<file path="src/rtl/sha1_keyed_challenge_response_defines.svh">
// Assertion macros shared by the keyed SHA-1 challenge/response block.
`ifndef SHA1_KEYED_CHALLENGE_RESPONSE_DEFINES_SVH
`define SHA1_KEYED_CHALLENGE_RESPONSE_DEFINES_SVH

// Whenever the antecedent holds, the consequent holds in the same cycle.
`define SKCR_ASSERT_SAME(label, clk, rst, ante, cons) \
   label: assert property (@(posedge clk) disable iff (rst) (ante) |-> (cons)) \
      else $error("skcr assertion failed");

// Whenever the antecedent holds, the consequent holds in the next cycle.
`define SKCR_ASSERT_NEXT(label, clk, rst, ante, cons) \
   label: assert property (@(posedge clk) disable iff (rst) (ante) |=> (cons)) \
      else $error("skcr assertion failed");

`endif

</file>
<file path="src/rtl/skcr_pkg.sv">
// Types, constants and helper functions for the keyed SHA-1 challenge/response block.
package skcr_pkg;

   localparam int NumKeyWords   = 4;
   localparam int NumMsgWords   = 5;
   localparam int CsrIndexWidth = 3;

   typedef logic [31:0] word_type;
   typedef logic [NumKeyWords-1:0][31:0] key_type;
   typedef logic [NumMsgWords-1:0][31:0] chain_type;
   typedef logic [6:0] round_type;

   // Configuration register indexes.
   localparam logic [CsrIndexWidth-1:0] CSR_KEY_WORD0 = 3'd0;
   localparam logic [CsrIndexWidth-1:0] CSR_KEY_WORD1 = 3'd1;
   localparam logic [CsrIndexWidth-1:0] CSR_KEY_WORD2 = 3'd2;
   localparam logic [CsrIndexWidth-1:0] CSR_KEY_WORD3 = 3'd3;

   localparam key_type KeyReset = {32'h76543210, 32'hFEDCBA98, 32'h89ABCDEF, 32'h01234567};

   localparam chain_type InitChain = {32'hC3D2E1F0, 32'h10325476, 32'h98BADCFE,
                                      32'hEFCDAB89, 32'h67452301};

   localparam word_type PadWord    = 32'h80000000;
   localparam word_type LengthWord = 32'h00000120;

   localparam round_type LastRound      = 7'd79;
   localparam round_type ParityStart    = 7'd20;
   localparam round_type MajorityStart  = 7'd40;
   localparam round_type LateStart      = 7'd60;

   typedef enum logic [1:0] {
      PHASE_CHOOSE,
      PHASE_PARITY,
      PHASE_MAJORITY,
      PHASE_PARITY_LATE
   } phase_type;

   typedef enum logic [1:0] {
      ST_IDLE,
      ST_ROUND,
      ST_FINISH
   } state_type;

   // Control from the sequencer to the schedule window and the round unit.
   typedef struct packed {
      logic      load;
      logic      step;
      phase_type phase;
   } ctrl_type;

   function automatic word_type round_constant(input phase_type phase);
      word_type k;
      case (phase)
         PHASE_CHOOSE:      k = 32'h5A827999;
         PHASE_PARITY:      k = 32'h6ED9EBA1;
         PHASE_MAJORITY:    k = 32'h8F1BBCDC;
         PHASE_PARITY_LATE: k = 32'hCA62C1D6;
         default:           k = 32'h5A827999;
      endcase
      return k;
   endfunction

endpackage

</file>
<file path="src/rtl/skcr_schedule.sv">
// Sixteen-word message schedule window, shifted once per round.
module skcr_schedule (
   input  logic                clock,
   input  skcr_pkg::ctrl_type  ctrl,
   input  skcr_pkg::key_type   key,
   input  skcr_pkg::chain_type msg,
   output skcr_pkg::word_type  sched_word
);

   skcr_pkg::word_type win_ff [16];
   skcr_pkg::word_type win_in [16];
   skcr_pkg::word_type mix;
   skcr_pkg::word_type next_word;

   // Entry i holds the schedule word of the round i places ahead.
   assign mix       = win_ff[13] ^ win_ff[8] ^ win_ff[2] ^ win_ff[0];
   assign next_word = {mix[30:0], mix[31]};
   assign sched_word = win_ff[0];

   always_comb begin
      for (int i = 0; i < 16; i++) begin
         win_in[i] = win_ff[i];
      end
      if (ctrl.load) begin
         for (int i = 0; i < skcr_pkg::NumKeyWords; i++) begin
            win_in[i] = key[i];
         end
         for (int i = 0; i < skcr_pkg::NumMsgWords; i++) begin
            win_in[skcr_pkg::NumKeyWords + i] = msg[i];
         end
         win_in[9] = skcr_pkg::PadWord;
         for (int i = 10; i < 15; i++) begin
            win_in[i] = '0;
         end
         win_in[15] = skcr_pkg::LengthWord;
      end else if (ctrl.step) begin
         for (int i = 0; i < 15; i++) begin
            win_in[i] = win_ff[i + 1];
         end
         win_in[15] = next_word;
      end
   end

   always_ff @(posedge clock) begin
      for (int i = 0; i < 16; i++) begin
         win_ff[i] <= win_in[i];
      end
   end

endmodule

</file>
<file path="src/rtl/skcr_round.sv">
// SHA-1 round unit: working variables and the shared round adder.
module skcr_round (
   input  logic                clock,
   input  logic                reset,
   input  skcr_pkg::ctrl_type  ctrl,
   input  skcr_pkg::word_type  sched_word,
   output skcr_pkg::chain_type work
);

   skcr_pkg::word_type a_ff, b_ff, c_ff, d_ff, e_ff;
   skcr_pkg::word_type a_in, b_in, c_in, d_in, e_in;
   skcr_pkg::word_type f;
   skcr_pkg::word_type temp;

   always_comb begin
      case (ctrl.phase)
         skcr_pkg::PHASE_CHOOSE:   f = (b_ff & c_ff) ^ (~b_ff & d_ff);
         skcr_pkg::PHASE_MAJORITY: f = (b_ff & c_ff) ^ (b_ff & d_ff) ^ (c_ff & d_ff);
         default:                  f = b_ff ^ c_ff ^ d_ff;
      endcase
   end

   assign temp = {a_ff[26:0], a_ff[31:27]} + f + e_ff
                 + skcr_pkg::round_constant(ctrl.phase) + sched_word;

   always_comb begin
      a_in = a_ff;
      b_in = b_ff;
      c_in = c_ff;
      d_in = d_ff;
      e_in = e_ff;
      if (ctrl.load) begin
         a_in = skcr_pkg::InitChain[0];
         b_in = skcr_pkg::InitChain[1];
         c_in = skcr_pkg::InitChain[2];
         d_in = skcr_pkg::InitChain[3];
         e_in = skcr_pkg::InitChain[4];
      end else if (ctrl.step) begin
         a_in = temp;
         b_in = a_ff;
         c_in = {b_ff[1:0], b_ff[31:2]};
         d_in = c_ff;
         e_in = d_ff;
      end
   end

   always_ff @(posedge clock) begin
      if (reset) begin
         a_ff <= '0;
         b_ff <= '0;
         c_ff <= '0;
         d_ff <= '0;
         e_ff <= '0;
      end else begin
         a_ff <= a_in;
         b_ff <= b_in;
         c_ff <= c_in;
         d_ff <= d_in;
         e_ff <= e_in;
      end
   end

   assign work[0] = a_ff;
   assign work[1] = b_ff;
   assign work[2] = c_ff;
   assign work[3] = d_ff;
   assign work[4] = e_ff;

endmodule

</file>
<file path="src/rtl/sha1_keyed_challenge_response.sv">
// Top level of the keyed two-pass SHA-1 challenge/response engine.
//
//   Channel   Direction  Handshake            Payload
//   req_      in         req_valid/req_ready  req_challenge_word0..4
//   rsp_      out        rsp_valid/rsp_ready  rsp_digest_word0..4
//   csr_      in         csr_wr_en            csr_index, csr_wr_data
//
// The first block is loaded in the accepting cycle; after it come the first pass's rounds, a
// finishing state that ends the first pass and reloads, the second pass's rounds and a final
// finishing state that hands the digest to rsp_; a new transaction is taken only from idle.
// The single round adder computes one round per cycle.
// req_ready is high only while idle; a finished digest waits in the output register,
// and the engine stays in its final finishing state while that register is full and not read.
// Reset is synchronous and active high; it restores the key registers to their defaults.
`include "sha1_keyed_challenge_response_defines.svh"

module sha1_keyed_challenge_response (
   input  logic                                 clock,
   input  logic                                 reset,
   input  logic                                 req_valid,
   output logic                                 req_ready,
   input  logic [31:0]                          req_challenge_word0,
   input  logic [31:0]                          req_challenge_word1,
   input  logic [31:0]                          req_challenge_word2,
   input  logic [31:0]                          req_challenge_word3,
   input  logic [31:0]                          req_challenge_word4,
   output logic                                 rsp_valid,
   input  logic                                 rsp_ready,
   output logic [31:0]                          rsp_digest_word0,
   output logic [31:0]                          rsp_digest_word1,
   output logic [31:0]                          rsp_digest_word2,
   output logic [31:0]                          rsp_digest_word3,
   output logic [31:0]                          rsp_digest_word4,
   input  logic                                 csr_wr_en,
   input  logic [skcr_pkg::CsrIndexWidth-1:0]   csr_index,
   input  logic [31:0]                          csr_wr_data
);

   skcr_pkg::state_type state_ff, state_in;
   skcr_pkg::round_type round_count_ff, round_count_in;
   logic                second_pass_ff, second_pass_in;
   logic                rsp_valid_ff, rsp_valid_in;
   skcr_pkg::chain_type rsp_data_ff;
   skcr_pkg::key_type   key_ff, key_in;

   skcr_pkg::ctrl_type  ctrl;
   skcr_pkg::chain_type challenge;
   skcr_pkg::chain_type load_msg;
   skcr_pkg::chain_type work;
   skcr_pkg::chain_type digest;
   skcr_pkg::word_type  sched_word;
   logic                slot_free;
   logic                deliver;
   logic                in_rounds;
   logic                first_pass_start;
   logic                second_finished;

   assign challenge[0] = req_challenge_word0;
   assign challenge[1] = req_challenge_word1;
   assign challenge[2] = req_challenge_word2;
   assign challenge[3] = req_challenge_word3;
   assign challenge[4] = req_challenge_word4;

   always_comb begin
      for (int i = 0; i < skcr_pkg::NumMsgWords; i++) begin
         digest[i] = skcr_pkg::InitChain[i] + work[i];
      end
   end

   assign slot_free = !rsp_valid_ff || rsp_ready;

   // Configuration writes; indexes beyond the key words are dropped.
   always_comb begin
      key_in = key_ff;
      if (csr_wr_en) begin
         unique case (csr_index)
            skcr_pkg::CSR_KEY_WORD0: key_in[0] = csr_wr_data;
            skcr_pkg::CSR_KEY_WORD1: key_in[1] = csr_wr_data;
            skcr_pkg::CSR_KEY_WORD2: key_in[2] = csr_wr_data;
            skcr_pkg::CSR_KEY_WORD3: key_in[3] = csr_wr_data;
            default: ;
         endcase
      end
   end

   // Next state.
   always_comb begin
      state_in = state_ff;
      unique case (state_ff)
         skcr_pkg::ST_IDLE: begin
            if (req_valid) begin
               state_in = skcr_pkg::ST_ROUND;
            end
         end
         skcr_pkg::ST_ROUND: begin
            if (round_count_ff == skcr_pkg::LastRound) begin
               state_in = skcr_pkg::ST_FINISH;
            end
         end
         skcr_pkg::ST_FINISH: begin
            if (!second_pass_ff) begin
               state_in = skcr_pkg::ST_ROUND;
            end else if (slot_free) begin
               state_in = skcr_pkg::ST_IDLE;
            end
         end
         default: state_in = skcr_pkg::ST_IDLE;
      endcase
   end

   // Sequencer outputs.
   always_comb begin
      req_ready  = 1'b0;
      ctrl.load  = 1'b0;
      ctrl.step  = 1'b0;
      load_msg   = challenge;
      deliver    = 1'b0;
      unique case (state_ff)
         skcr_pkg::ST_IDLE: begin
            req_ready = 1'b1;
            ctrl.load = req_valid;
         end
         skcr_pkg::ST_ROUND: begin
            ctrl.step = 1'b1;
         end
         skcr_pkg::ST_FINISH: begin
            // The first digest becomes the message of the second pass.
            load_msg  = digest;
            ctrl.load = !second_pass_ff;
            deliver   = second_pass_ff && slot_free;
         end
         default: ;
      endcase

      if (round_count_ff < skcr_pkg::ParityStart) begin
         ctrl.phase = skcr_pkg::PHASE_CHOOSE;
      end else if (round_count_ff < skcr_pkg::MajorityStart) begin
         ctrl.phase = skcr_pkg::PHASE_PARITY;
      end else if (round_count_ff < skcr_pkg::LateStart) begin
         ctrl.phase = skcr_pkg::PHASE_MAJORITY;
      end else begin
         ctrl.phase = skcr_pkg::PHASE_PARITY_LATE;
      end
   end

   always_comb begin
      round_count_in = '0;
      if (state_ff == skcr_pkg::ST_ROUND && round_count_ff != skcr_pkg::LastRound) begin
         round_count_in = round_count_ff + 7'd1;
      end

      second_pass_in = second_pass_ff;
      if (state_ff == skcr_pkg::ST_FINISH) begin
         if (!second_pass_ff) begin
            second_pass_in = 1'b1;
         end else if (slot_free) begin
            second_pass_in = 1'b0;
         end
      end

      rsp_valid_in = rsp_valid_ff;
      if (deliver) begin
         rsp_valid_in = 1'b1;
      end else if (rsp_ready) begin
         rsp_valid_in = 1'b0;
      end
   end

   always_ff @(posedge clock) begin
      if (reset) begin
         state_ff       <= skcr_pkg::ST_IDLE;
         round_count_ff <= '0;
         second_pass_ff <= 1'b0;
         rsp_valid_ff   <= 1'b0;
         key_ff         <= skcr_pkg::KeyReset;
      end else begin
         state_ff       <= state_in;
         round_count_ff <= round_count_in;
         second_pass_ff <= second_pass_in;
         rsp_valid_ff   <= rsp_valid_in;
         key_ff         <= key_in;
      end
   end

   always_ff @(posedge clock) begin
      if (deliver) begin
         rsp_data_ff <= digest;
      end
   end

   skcr_schedule u_schedule (
      .clock      (clock),
      .ctrl       (ctrl),
      .key        (key_ff),
      .msg        (load_msg),
      .sched_word (sched_word)
   );

   skcr_round u_round (
      .clock      (clock),
      .reset      (reset),
      .ctrl       (ctrl),
      .sched_word (sched_word),
      .work       (work)
   );

   assign rsp_valid        = rsp_valid_ff;
   assign rsp_digest_word0 = rsp_data_ff[0];
   assign rsp_digest_word1 = rsp_data_ff[1];
   assign rsp_digest_word2 = rsp_data_ff[2];
   assign rsp_digest_word3 = rsp_data_ff[3];
   assign rsp_digest_word4 = rsp_data_ff[4];

   assign in_rounds        = state_ff == skcr_pkg::ST_ROUND;
   assign first_pass_start = in_rounds && round_count_ff == '0 && !second_pass_ff;
   assign second_finished  = second_pass_ff && state_ff == skcr_pkg::ST_FINISH;

   // An accepted transaction starts the first pass at round zero.
   `SKCR_ASSERT_NEXT(a_start_first_pass, clock, reset, req_valid && req_ready, first_pass_start)

   // The round counter is only non-zero while rounds are running.
   `SKCR_ASSERT_SAME(a_count_idle_zero, clock, reset, !in_rounds, round_count_ff == '0)

   // A new digest is only presented after the second pass has finished.
   `SKCR_ASSERT_SAME(a_result_after_second, clock, reset, $rose(rsp_valid_ff), $past(second_finished))

endmodule
</file>
<file path="config.mk">
export PLATFORM = sky130hd
export DESIGN_NAME = sha1_keyed_challenge_response
export DESIGN_NICKNAME = d
export VERILOG_FILES = /design/src/rtl/skcr_pkg.sv /design/src/rtl/skcr_schedule.sv /design/src/rtl/skcr_round.sv /design/src/rtl/sha1_keyed_challenge_response.sv
export VERILOG_INCLUDE_DIRS = /design/src /design/src/rtl
export SDC_FILE = /design/constraint.sdc
export NUM_CORES = 2
export LEC_CHECK = 0
export BUFFER_PORTS_ARGS = -buffer_cell sky130_fd_sc_hd__buf_2
export CAP_MARGIN = 10
export CORE_ASPECT_RATIO = 0.75
export CORE_UTILIZATION = 50
export CTS_BUF_LIST = sky130_fd_sc_hd__clkbuf_8 sky130_fd_sc_hd__clkbuf_16
export DETAILED_ROUTE_END_ITERATION = 10
export PLACE_DENSITY = 0.72
export SETUP_SLACK_MARGIN = 0.1
export SLEW_MARGIN = 5
export SYNTH_ARGS = -nofsm -noshare
export SYNTH_HDL_FRONTEND = slang
export SYNTH_HIERARCHICAL = 1
export SYNTH_SLANG_ARGS = --single-unit
export TNS_END_PERCENT = 50
</file>
<file path="constraint.sdc">
create_clock -name clock -period 11.9 [get_ports clock]
set_input_delay 0.595 -clock clock [delete_from_list [all_inputs] [get_ports clock]]
set_output_delay 0.595 -clock clock [all_outputs]
set_load 0.01 [all_outputs]
</file>
==> metrics list <==
- Result of the run: finished, final reports clean
- Cell area power density: just under 200 nW/um2
- Portion of the clock cycle consumed by the worst path in the final layout: 0.556
- Tot GR Track Use: 0.335
- Most common library cell in the layout ignoring fill and taps: nand2_1
- The worst setup path is captured at a register.
- Setup repair after global routing left no endpoint under its margin.
- Across the VDD grid, the largest voltage drop is 126 uV.
- STA puts the critical path data required time at 12.49 ns.
- Max-cap violations in this run came to 0.
* Highest achievable clock rate: 151 MHz
* Number of max-slew violations in the final report: 0
- Final antenna-violating net count: 0
- The count of buffers added on input and output ports is 361.
* Synthesis-to-finish area growth: 11.2%
- Filler Cells Inserted: 8117
- The total overflow left after global routing is 0.
- The number of antenna violations at the first check in global routing came to 20.
- The first global-routing pass estimated roughly 230000 um of wire.
- In this run, post-CTS repair resized a total of 0 instances.
- Crit-path most repeated cell: fa_1
- The share of synthesized area in the top cell type comes to 0.283.
- For the pin with the worst max-slew slack, the measured transition is 1.21 ns.
- The worst setup path is of the reg2reg kind.
- Final-layout setup total negative slack: 0 ns
* Net count, final: approximately 5000
- Share of final-layout standard cells stronger than drive strength 1: 0.138
- Once detailed placement completed, the half-perimeter wirelength came to between 100000 and 150000 um.
- Summing all multi-input logic gate instances after layout gives around 21000 um2.
- The first detailed-routing pass took 7 iterations.
- Drt first-iter violations: slightly below 6000
- WL/cell: around 28 um
- Number of cells produced by synthesis: about 4500
- Total of warnings raised by yosys: 6
- Setup violations remaining at the end of the flow were counted as 0.
* Post-CTS setup buffer count: 0
- Ratio of routed vias to standard cells: ~6.1
* Core Region: between 90000 and 100000 um2
* Remaining DRCs: 0
* Total clock buffers created by CTS: 93
- In the layout the commonest cells are nand2_1 (683), dfxtp_1 (523), edfxtp_1 (448).
- The biggest area contributor in the post-synthesis netlist is edfxtp_1.
- Cell area after technology mapping: roughly 48000 um2
- The via count of the first global-routing pass came to ~33000.
- Total via count in the routed design: 37200
- For this design the top-level I/O count stands at roughly 360.
* Syn avg cell area: approximately 10 um2
- In this run the worst path has a maximum fanout of 33.
- The worst setup path is launched from a register.
- Leading cell types by total area after synthesis: edfxtp_1 (28%), dfxtp_1 (22%), mux2i_1 (7.0%), nand2_1 (5.4%), fa_1 (5.0%)
- Clock H-tree levels: 3
* DIE AREA: between 90000 and 100000 um2
- Cell chain of the critical path: nor2_1 > o21ai_0 > a221o_1 > inv_1 > ha_1 > buf_4 > or2_2 > o22ai_1 > a21oi_1 > fa_1 > fa_1 > inv_1 > ha_1 > fa_1 > a21o_1 > a221oi_4 > o21ai_2 > a21o_1 > and3_4 > o41a_1 > or4b_1 > o311ai_1
- The count of endpoints failing hold in the final timing report came to 0.
- Among cell families on the critical path, the largest total delay comes from compound AO/OA/AOI/OAI gates.
- Count of flip-flops with a built-in enable after synthesis: roughly 450
- Register clock-pin slew on the reported worst setup and hold paths: around 0.06 ns
- Worst slew margin relative to its limit: 0.187
- Buffers inserted to repair hold after CTS numbered 0.
- Proportion of synthesized flip-flops having asynchronous set or reset: 0
* Die Width: 358 um
- Registers take 23900 um2.
- For this design, the sink count on the clock tree is between 900 and 1000.
- Yosys mapped the design onto 91 distinct sky130hd cell types.
- Buffers and inverters on the worst path: 3
* Net count after synthesis: ~4900
* Total routed wirelength: approximately 170000 um
* Arrival time reported for the critical path endpoint: about 7.2 ns
- For this design the static power due to leakage is approximately 21 nW.
* Maximum number of pins on one net before global-route repair: 185
- Worst hold-check path type: in2reg
- After layout, the minimum clock period comes to ~6.6 ns.
- TritonCTS clock tree: built
- The initialized floorplan defines between 90 and 100 standard-cell rows.
* Final weighted congestion in routability-driven placement: 0.990
- For this configuration, the core starts out at a cell density of 0.507.
- Main flop type after synthesis: dfxtp_1
* Longest Clk Path Bufs: 3
* Sequential share of the synthesized area: 0.503
- Post-synthesis sequential element count: just under 1000
- On the critical path, the stage with the largest delay is an instance of or2_2.
* Clock root buffer master: clkbuf_16
- Power consumption: 10.3 mW
- The clock arrives with 0.0262 ns of skew.
- Delay of the slowest cell on the worst path: approximately 0.70 ns
* Die Y: approximately 270 um
- For the worst-skew pair, the clock arrives at the later sink with an insertion delay of 0.69 ns.
==> routing by layer <==
metal	GRT usage	wire [um]	share of wire	vias to the layer above
met1	0.522	72300	0.43	18200
li1	-	-	-	16100
met5	0	41	0.00025	-
met3	0.0980	23900	0.14	278
met2	0.436	65300	0.39	2566
met4	0.106	5770	0.034	6
==> final cells by class <==
| class | instances | area share |
|---|---|---|
| timing repair buffer | 414 | 0.0425 |
| tap | 1237 | 0.0293 |
| inverter | 312 | 0.0222 |
| clock inverter | 69 | 0.0116 |
| clock buffer | 106 | 0.0480 |
| multi-input combinational | 2968 | 0.394 |
| antenna | 6 | 0.000284 |
| sequential | 971 | 0.452 |
==> synth_stat cells, types with 26 or more instances <==
cell type / count
a211oi_1: 40
a21oi_1: 219
a22o_1: 255
buf_1: 27
buf_2: 59
buf_4: 34
buf_6: 41
clkbuf_1: 130
dfxtp_1: 523
edfxtp_1: 448
fa_1: 120
ha_1: 47
inv_1: 310
mux2_2: 69
mux2i_1: 333
nand2_1: 685
nand3_1: 31
nand3b_1: 69
nor2_1: 380
nor3_1: 31
o21ai_0: 130
o221ai_1: 26
xnor2_1: 188
xor2_1: 67
==> worst paths after layout <==
path | start | to | slack, ns | cells past startpoint
min | csr_wr_data[0] | key_ff[0] | 0.18 | 3
max | round_count_ff[3] | u_round/a_ff[31] | 5.28 | 22
max reg2reg | round_count_ff[3] | u_round/a_ff[31] | 5.28 | 22
min reg2reg | key_ff[81] | key_ff[81] | 0.46 | 2
==> sequential cells by signal, indices dropped and copies added, names as in the netlist, 32 cells and up <==
signal	count
key_ff	128
rsp_digest_word3	32
u_round/a_ff	32
u_round/d_ff	32
u_round/e_ff	32
rsp_digest_word0	32
rsp_digest_word2	32
u_round/b_ff	32
u_round/c_ff	32
rsp_digest_word4	32
u_schedule/win_ff	512
rsp_digest_word1	32
==> where the power goes <==
| part | internal, mW | switching [mW] |
|---|---|---|
| combinational | 1.12 | 1.75 |
| sequential | 3.88 | 0.437 |
| clock | 1.71 | 1.36 |
| total | 6.71 | 3.55 |
==> logic make-up (layout without fill, tap and decap cells) <==
kind of cell | Yosys count | count (layout) | synth area share
muxes | 402 | 402 | 0.0864
AOI/OAI and AO/OA | 835 | 835 | 0.122
other | 0 | 6 | 0
and+or+nand+nor | 1309 | 1309 | 0.118
DFF | 971 | 971 | 0.503
adders and majority gates | 167 | 167 | 0.0629
buffers and inverters | 610 | 901 | 0.0603
xor gates and xnor gates | 255 | 255 | 0.0469
==> stage by stage <==
step	std cells	setup WS, ns	hold WS, ns	instance area, um2	util
finish	6083	5.28	0.182	52900	0.564
global route	6079	4.98	0.183	52900	0.564
CTS	6077	5.37	0.152	52900	0.564
detailed placement	5902	5.39	0.447	49700	0.530
global placement	5902	5.50	0.434	49700	0.530
floorplan	4549	6.31	0.413	47600	-
==> tightest hold or removal path, stage by stage <==
cell      delay, ns
buf_2          0.11
nand2_1        0.06
nand3b_1       0.07
(Power assumes the default switching activity.)
